### src/life_grid_generation_step_assert.svh
// Assertion macros shared by the grid step RTL.
`ifndef LIFE_GRID_GENERATION_STEP_ASSERT_SVH
`define LIFE_GRID_GENERATION_STEP_ASSERT_SVH

// Same-cycle implication, held off during reset.
`define LGS_ASSERT_IMP(label, clk, rst_n, ante, cons, msg) \
	label: assert property (@(posedge clk) disable iff (!rst_n) (ante) |-> (cons)) \
		else $error(msg);

// Next-cycle implication, held off during reset.
`define LGS_ASSERT_NEXT(label, clk, rst_n, ante, cons, msg) \
	label: assert property (@(posedge clk) disable iff (!rst_n) (ante) |=> (cons)) \
		else $error(msg);

`endif

### src/lgs_wrap.sv
`timescale 1ns / 1ps

// Reduce x modulo m by repeated subtraction, one step a cycle.
module lgs_wrap #(
	parameter int XW = 6,
	parameter int MW = 7,
	parameter int YW = 6,
	localparam int WW = (XW > MW) ? XW : MW
) (
	input  logic          clk,
	input  logic          arst_n,
	input  logic          start,
	input  logic [XW-1:0] x,
	input  logic [MW-1:0] m,
	output logic          busy,
	output logic [YW-1:0] y
);

	logic [WW-1:0] val_q;
	logic          busy_q;
	logic          ge;

	assign ge   = val_q >= WW'(m);
	assign busy = busy_q;
	assign y    = val_q[YW-1:0];

	always_ff @(posedge clk or negedge arst_n) begin
		if (!arst_n) begin
			busy_q <= 1'b0;
		end else if (start) begin
			busy_q <= 1'b1;
		end else if (busy_q && !ge) begin
			busy_q <= 1'b0;
		end
	end

	always_ff @(posedge clk) begin
		if (start) begin
			val_q <= WW'(x);
		end else if (busy_q && ge) begin
			val_q <= val_q - WW'(m);
		end
	end

endmodule

### config.mk
export PLATFORM = sky130hd
export DESIGN_NAME = lgs_wrap
export DESIGN_NICKNAME = d
export VERILOG_FILES = /design/src/life_grid_generation_step_assert.svh /design/src/lgs_wrap.sv
export SDC_FILE = /design/constraint.sdc
export NUM_CORES = 1
export LEC_CHECK = 0
export BUFFER_PORTS_ARGS = -buffer_cell sky130_fd_sc_hd__buf_2
export CAP_MARGIN = 20
export CORE_AREA = 2 2 46 43
export DETAILED_ROUTE_END_ITERATION = 10
export DIE_AREA = 0 0 48 45
export PLACE_DENSITY = 0.69
export SLEW_MARGIN = 20
export SYNTH_ARGS = -nofsm -noshare
export SYNTH_HDL_FRONTEND = slang
export SYNTH_SLANG_ARGS = --single-unit
export TNS_END_PERCENT = 20
### constraint.sdc
create_clock -name clk -period 4.75 [get_ports clk]
set_input_delay 0.475 -clock clk [delete_from_list [all_inputs] [get_ports clk]]
set_output_delay 0.475 -clock clk [all_outputs]
set_load 0.01 [all_outputs]
==> flow_summary.toml, run 1 <==
[status]
outcome = "complete, no violations"

[clock_tree]
cts_buffers = 3
cts_max_level = 1
cts_root_buffer = "clkbuf_4"
clk_pin_slew_ps = 70
cts_sinks = 8
clock_latency_ps = 260
clock_tree.buffer_depth = 2
post_cts_resized = 0
cts_tree = "done"

[floorplanning]
core_area_um2 = 1660
initial_utilization = 0.433
die_area_um2 = 2160
ios = 23
rows = 14
die_h_um = 45
die_x_um = 48

[sta]
hold_viol = 0
setup_ws_ps = 2620
tightest_slew_ps = 309
hold_ws_ps = 485
fin_tns_setup_ps = 0
max_slew_margin = 0.794
layout_worst_path_cycle_share = 0.448
clock_skew_ps = 5.52
rsz0062_at_grt = "no"
min_period_ps = 2130
max_freq_ghz = 0.469
setup_viol = 0
slew_violations = 0

[setup_path]
r2r-end = "val_q[4]"
cp-start-kind = "flop"
cp.arrival_ps = 2100
path_cells = "ha_1 > nor2b_4 > o31ai_1 > a21oi_2 > or3_1"
timing.rr.start = "val_q[1]"
timing.critical_path.from = "val_q[1]"
crit_type = "reg2reg"
cp-endpoint = "val_q[4]"
crit_fanout = 6
worst_ep_required_time_ps = 4720
cpMaxStageDelayCell = "or3_1"
end_kind = "flop"
reg2reg_setup_slack_ps = 2620
cpPeakStageDelay_ps = 510
r2r_cells = 5

[synth]
synth-compound-area-share = 0.224
synth-xor-area-share = 0.0243
ys_ff_latch = 8
synth-simple-area-share = 0.155
yosysSeqAreaShare = 0.313
synthAdderAreaFrac = 0.149
syn_inst = 78
syn_area_um2 = 721
synth_area_leaders = "edfxtp_1, ha_1, buf_4"
synth.avg_cell_area_um2 = 9.24
ys_warn_count = 0
yosysTopAreaCell = "edfxtp_1"
yosysUniqueCellTypes = 34
synth_fp_nets = 102
synth.area.mux_share = 0.0156
synth_top_family_by_area = "compound AO/OA/AOI/OAI gates"
synth_edf_count = 6
synthArstFlopShare = 0.125
synth_top_area_frac = 0.250
synth_flop_cell = "edfxtp_1"

[global_routing]
grt.total_usage = 0.148
first_global_vias = 543
antenna_found_initial = 0
grt_pass1_wl_um = 2280
grt-ovfl-total = 0
grt_max_degree = 15

[drt]
routed_via_density = 5.02
num_vias = 612
ant_nets = 0
route.detailed.drc = 0
drt_first_pass_iters = 4
drt_iter0_markers = 4
drt_wl_total_um = 1450
wl_per_cell_um = 11.9

[layout]
multi_input_comb_area_um2 = 409
fin_nets = 123
area_delta_synth_final_pct = 17.7
design_area_um2 = 848
antenna_cells = 0
stdcell_count = 122
seq_area_um2 = 225
fillers = 160
drive_gt1_frac = 0.327

[min_path]
min-delay-start = "x[2]"
hold_path.class = "in2reg"

[place]
hpwlAfterDp_um = 1120
finalWeightedCongestion = 0.773
pre_cts_ws_ps = 2490
placed_cell_area_um2 = 812
io_buffers = 22
placed_cells = 117

[power_and_ir_drop]
vdd_ir_drop_max_v = 0.000181
p_per_area_nw_per_um2 = 372
power.leakage_nw = 0.393

[run]
max-cap-violations = 0
==> layout by cell type (no fill, tap or decap), types with 2 or more instances in the layout <==
cell	count
inv_1	10
o21ai_0	6
a21oi_1	4
o2111ai_1	2
o31ai_1	3
edfxtp_1	6
a21oi_2	2
or3_1	2
buf_2	22
nand2_1	6
nand4_1	2
clkbuf_4	3
ha_1	7
==> worst min path at each step <==
stage | end | slack (ps) | cells past startpoint
finish | val_q[2] | 480 | 3
global route | val_q[2] | 510 | 3
CTS | val_q[2] | 480 | 3
detailed placement | busy | 260 | 1
global placement | busy | 250 | 1
floorplan | busy | 180 | 0
==> per-stage QoR <==
stage	util	power (mW)
2_1_floorplan	-	0.228
3_3_place_gp	0.488	0.252
3_5_place_dp	0.488	0.254
4_1_cts	0.510	0.317
5_1_grt	0.510	0.338
6_report	0.510	0.316
==> registers in the layout (all words and copies together) (netlist names) <==
signal / flops
val_q: 7
busy: 1
==> critical path, delay by kind of cell, from the launching register on <==
family	cells	cell delay, ps
AOI/OAI and AO/OA	2	380
and+or+nand+nor	2	650
DFF	1	460
adders and majority gates	1	340
==> synthesized netlist by cell type (2+ instances only) <==
| cell type | count |
|---|---|
| or3_1 | 2 |
| buf_4 | 6 |
| edfxtp_1 | 6 |
| o31ai_1 | 3 |
| o21ai_0 | 6 |
| ha_1 | 7 |
| a21oi_1 | 4 |
| nand2_1 | 6 |
| a21oi_2 | 2 |
| inv_1 | 10 |
| o2111ai_1 | 2 |
| nand4_1 | 2 |
==> power breakdown <==
part | internal [mW] | switching [mW] | leakage, nW
sequential | 0.0952 | 0.00911 | 0.0794
clock | 0.0324 | 0.0281 | 0.0150
combinational | 0.0707 | 0.0804 | 0.298
==> metal layers <==
layer | routed length, um | GRT usage | vias up
met1 | 721 | 0.221 | 276
met4 | 11 | 0.0486 | 0
met3 | 64 | 0.0240 | 2
li1 | - | - | 320
met2 | 648 | 0.216 | 14
met5 | 0 | 0 | -
==> kinds of logic (layout without fill, tap and decap cells) <==
logic type | count (synthesis) | after routing
simple gates | 18 | 18
fa+ha+maj | 8 | 8
buf+inv | 17 | 37
flops | 8 | 8
compound gates | 24 | 24
xor+xnor | 2 | 2
mux | 1 | 1
==> repair_timing <==
item,4_1_cts,5_1_grt
setup buffers,0,0
endpoints found under the hold margin,1,0
hold buffers,1,0
==> final cells by class <==
class / count / share of cell area
Sequential cell: 8 / 0.265
Tap cell: 24 / 0.0354
Multi-Input combinational cell: 53 / 0.482
Clock buffer: 4 / 0.0310
Inverter: 10 / 0.0442
Timing Repair Buffer: 23 / 0.142
(Power assumes the default switching activity.)
==> inputs of run 2 (changes only) <==
--- a/config.mk
+++ b/config.mk
@@ -5,12 +5,13 @@
 export SDC_FILE = /design/constraint.sdc
 export NUM_CORES = 1
 export LEC_CHECK = 0
+export ABC_AREA = 1
 export BUFFER_PORTS_ARGS = -buffer_cell sky130_fd_sc_hd__buf_2
 export CAP_MARGIN = 20
-export CORE_AREA = 2 2 46 43
+export CORE_AREA = 2 2 46 44
 export DETAILED_ROUTE_END_ITERATION = 10
-export DIE_AREA = 0 0 48 45
-export PLACE_DENSITY = 0.69
+export DIE_AREA = 0 0 48 46
+export PLACE_DENSITY = 0.68
 export SLEW_MARGIN = 20
 export SYNTH_ARGS = -nofsm -noshare
 export SYNTH_HDL_FRONTEND = slang
==> constraint.sdc (replaced) <==
create_clock -name clk -period 2.19 [get_ports clk]
set_input_delay 0.219 -clock clk [delete_from_list [all_inputs] [get_ports clk]]
set_output_delay 0.219 -clock clk [all_outputs]
set_load 0.01 [all_outputs]
==> flow_summary.toml, run 2 <==
[synth]
yosysSeqAreaShare = 0.311
synth_fp_nets = 125
synth.area.mux_share = 0
yosysUniqueCellTypes = 22
synth_flop_cell = "edfxtp_1"
synth_top_area_frac = 0.249
synthAdderAreaFrac = 0.149
syn_area_um2 = 724
synth-simple-area-share = 0.309
synth_common_cells = "nand2_1, inv_1, ha_1, nor2_1"
yosysTopAreaCell = "edfxtp_1"
synthArstFlopShare = 0.125
synth-xor-area-share = 0
synth_top_family_by_area = "simple AND/OR/NAND/NOR gates"
synth_edf_count = 6
synth_area_leaders = "edfxtp_1, nand2_1, ha_1"
yosysMostFrequentCell = "nand2_1"
synth-compound-area-share = 0.0691
syn_inst = 101
ys_warn_count = 0
ys_ff_latch = 8
synth.avg_cell_area_um2 = 7.17

[clock_tree]
clock_latency_ps = 260
post_cts_buffers = 0
cts_max_level = 1
cts_hold_buf = 1
cts_root_buffer = "clkbuf_4"
post_cts_resized = 0
cts_buffers = 3
clk_pin_slew_ps = 60
clock_tree.buffer_depth = 2
cts_sinks = 8
cts_tree = "done"

[power_and_ir_drop]
clkPwrFrac = 0.188
switching_share = 0.404
power_frac_comb = 0.484
internal_power_mw = 0.419
p_switching_mw = 0.284
power_frac_seq = 0.329
power.leakage_nw = 0.483
p_per_area_nw_per_um2 = 825
vdd_ir_drop_max_v = 0.000325

[layout]
layout_common_cells = "nand2_1, buf_2, inv_1, nor2_1, ha_1"
fillers = 203
fin_nets = 146
antenna_cells = 0
drive_gt1_frac = 0.256
largest_reg_flops = 7
area_delta_synth_final_pct = 17.6
design_area_um2 = 852
largest_register = "val_q"
final_common_cell = "nand2_1"

[global_routing]
grt_max_degree = 10
first_global_vias = 580
grt_pass1_wl_um = 2320
grt.total_usage = 0.155
antenna_found_initial = 0
grt-ovfl-total = 0

[sta]
tightest_slew_ps = 283
fin_tns_setup_ps = 0
hold_viol = 0
rsz0062_at_grt = "no"
layout_worst_path_cycle_share = 0.828
setup_ws_ps = 377
clock_skew_ps = 1.99
max_freq_ghz = 0.552
max_slew_margin = 0.811
slew_violations = 0
setup_viol = 0
min_period_ps = 1810

[setup_path]
cpMaxStageDelayCell = "ha_1"
cp.arrival_ps = 1760
end_kind = "flop"
cp-start-kind = "flop"
path_cells = "ha_1 > nand2_2 > nor2_2 > nand2_1 > nand3_2 > nand2_2 > nand2_1"
crit_type = "reg2reg"
crit_fanout = 6
cpPeakStageDelay_ps = 420
worst_ep_required_time_ps = 2130

[floorplanning]
die_x_um = 48
initial_utilization = 0.406
die_area_um2 = 2210
rows = 15
die_h_um = 46
core_area_um2 = 1780
ios = 23

[run]
max-cap-violations = 0

[place]
finalWeightedCongestion = 0.825
pre_cts_ws_ps = 364
hpwlAfterDp_um = 1140
placed_cell_area_um2 = 816
io_buffers = 22

[drt]
routed_via_density = 4.64
drt_iter0_markers = 12
route.detailed.drc = 0
drt_first_pass_iters = 4
wl_per_cell_um = 9.70
ant_nets = 0
num_vias = 678
drt_wl_total_um = 1420

[status]
outcome = "complete, no violations"

[min_path]
hold_path.class = "in2reg"
-- run 2: worst paths after layout --
check                      startpoint        to  slack, ps  depth (start not counted)
min                              x[3]  val_q[3]        230                          3
max                          val_q[3]  val_q[5]        380                          7
max in group asynchronous      arst_n      busy       1860                          2
min in group asynchronous      arst_n      busy        250                          2
max reg2reg                  val_q[3]  val_q[5]        380                          7
min reg2reg                  val_q[6]  val_q[6]        530                          4
-- run 2: kinds of logic (layout without fill, tap and decap cells) --
kind of cell | Yosys count | count (layout)
flops | 8 | 8
simple gates | 51 | 51
buf+inv | 25 | 45
fa+ha+maj | 8 | 8
compound gates | 9 | 9
-- run 2: power groups by stage --
stage	Sequential (mW)	Clock [mW]	Combinational, mW
finish	0.231	0.132	0.340
global route	0.236	0.138	0.398
CTS	0.232	0.133	0.342
detailed placement	0.236	0	0.337
global placement	0.234	0	0.333
floorplan	0.232	0	0.280
-- run 2: metal layers --
layer	track usage	wire, um
met4	0.0973	36
met3	0.0357	61
met2	0.227	650
met5	0	0
met1	0.203	667
-- run 2: cell type report --
cell class,count,area (um2),share of cell area
Clock buffer,4,26.3,0.0308
Multi-Input combinational cell,68,382,0.448
Tap cell,25,31.3,0.0367
Inverter,18,67.6,0.0793
Timing Repair Buffer,23,120,0.141
Sequential cell,8,225,0.264
-- run 2: through the flow --
stage | util | hold WS [ps] | total power [mW] | cells
5_1_grt | 0.478 | 247 | 0.772 | 146
3_3_place_gp | 0.458 | -5.42 | 0.567 | 141
4_1_cts | 0.478 | 225 | 0.707 | 146
3_5_place_dp | 0.458 | -5.56 | 0.573 | 141
2_1_floorplan | - | -76.6 | 0.512 | 101
6_report | 0.478 | 225 | 0.703 | 146
-- run 2: critical path: cells and delay by family, from the launching register on --
kind,cells,cell delay [ps]
AND/OR/NAND/NOR,6,680
adder cells (fa/ha/maj),1,420
flip-flops,1,400
==> inputs of run 3 (changes only) <==
==> constraint.sdc (replaced) <==
create_clock -name clk -period 1.79 [get_ports clk]
set_input_delay 0.179 -clock clk [delete_from_list [all_inputs] [get_ports clk]]
set_output_delay 0.179 -clock clk [all_outputs]
set_load 0.01 [all_outputs]
==> flow_summary.toml, run 3 (synthesis gave the netlist of run 2 again) <==
[clock_tree]
clock_latency_ps = 270
cts_tree = "done"
cts_root_buffer = "clkbuf_4"
clock_tree.buffer_depth = 2
post_cts_buffers = 0
cts_max_level = 1
cts_buffers = 3
clk_pin_slew_ps = 70
cts_sinks = 8

[global_routing]
grt_pass1_wl_um = 2320
grtUsageMet1 = 0.178
antenna_found_initial = 0
grt-ovfl-total = 0
grt_max_degree = 10
grt.total_usage = 0.154
globalRouteMet3Util = 0.0476
first_global_vias = 588
grt-busiest-layer = "met2"
grt_use_met2 = 0.248

[status]
outcome = "complete, no violations"

[layout]
area_delta_synth_final_pct = 25.9
drive_gt1_frac = 0.322
largest_register = "val_q"
layout_common_cells = "nand2_1, buf_2, inv_1, nor2_1, edfxtp_1"
fin_util = 0.512
final_common_cell = "nand2_1"
largest_reg_flops = 7
antenna_cells = 0
fin_nets = 146

[sta]
layout_worst_path_cycle_share = 0.930
hold_viol = 0
max_freq_ghz = 0.600
slew_violations = 0
min_period_ps = 1670
max_slew_margin = 0.830
tightest_slew_ps = 255
fin_tns_setup_ps = 0
rsz0062_at_grt = "no"
setup_ws_ps = 125
clock_skew_ps = 15.2
setup_viol = 0

[drt]
drt_first_pass_iters = 4
routed_via_density = 4.68
num_vias = 684
ant_nets = 0
route.detailed.drc = 0
drt_iter0_markers = 8
wl_per_cell_um = 10.7
drt_wl_total_um = 1560

[place]
io_buffers = 22
pre_cts_ws_ps = -5.42
finalWeightedCongestion = 0.825
hpwlAfterDp_um = 1140

[run]
max-cap-violations = 0

[min_path]
hold_path.class = "in2reg"

[setup_path]
worst_ep_required_time_ps = 1760
cp-start-kind = "flop"
crit_type = "reg2reg"
crit_fanout = 6
end_kind = "flop"
cp.arrival_ps = 1630

[floorplanning]
initial_utilization = 0.406
die_h_um = 46
die_x_um = 48
ios = 23
rows = 15
die_area_um2 = 2210
core_area_um2 = 1780

[power_and_ir_drop]
p_per_area_nw_per_um2 = 1020
power_mw = 0.927
vdd_ir_drop_max_v = 0.000541
power.leakage_nw = 0.485
-- run 3: worst paths after layout --
path / from / to / slack [ps] / depth (start not counted)
max in group asynchronous: arst_n / busy / 1490 / 2
min: x[3] / val_q[3] / 180 / 3
max reg2reg: val_q[4] / val_q[0] / 120 / 7
min reg2reg: val_q[6] / val_q[6] / 530 / 4
max: val_q[4] / val_q[0] / 120 / 7
min in group asynchronous: arst_n / busy / 220 / 2
-- run 3: routing by layer --
| layer | up-vias | routed length (um) | part of all wire |
|---|---|---|---|
| met2 | 24 | 766 | 0.49 |
| met3 | 7 | 76 | 0.049 |
| met4 | 0 | 39 | 0.025 |
| met5 | - | 0 | 0 |
| li1 | 352 | - | - |
| met1 | 301 | 680 | 0.44 |
-- run 3: critical path, stage by stage (launching register included) --
cell	delay [ps]
edfxtp_1	390
ha_2	390
nand2_1	90
nor2_2	120
nand2_1	80
nand3_2	80
nand2_2	80
nand2_4	110
-- run 3: area by class of cell --
type / count / area [um2]
well taps: 25 / 31.3
clock buffers: 4 / 26.3
inverters: 18 / 67.6
flip-flops and latches: 8 / 225
multi-input cells: 68 / 442
fillers: 183 / 871
repair buffers: 23 / 120
-- run 3: through the flow --
step / std cells / cell area (um2) / hold WS, ps
after floorplan: 101 / 724 / -117
after global placement: 141 / 816 / -45.4
after detailed placement: 141 / 816 / -45.3
after CTS: 146 / 855 / 176
after global routing: 146 / 912 / 188
final: 146 / 912 / 177
-- run 3: report_power, final --
| part | leakage (nW) | total (mW) | internal, mW | switching (mW) |
|---|---|---|---|---|
| logic | 0.391 | 0.472 | 0.205 | 0.267 |
| clock network | 0.0150 | 0.163 | 0.0859 | 0.0767 |
| registers | 0.0794 | 0.292 | 0.258 | 0.0346 |
| total | 0.485 | 0.927 | 0.549 | 0.379 |
-- run 3: timing repair --
| action | 4_1_cts | 5_1_grt |
|---|---|---|
| hold endpoints to repair | 1 | 0 |
| gates resized for setup | 1 | 9 |
| setup endpoints to repair | 6 | 8 |
| hold buffers | 1 | 0 |
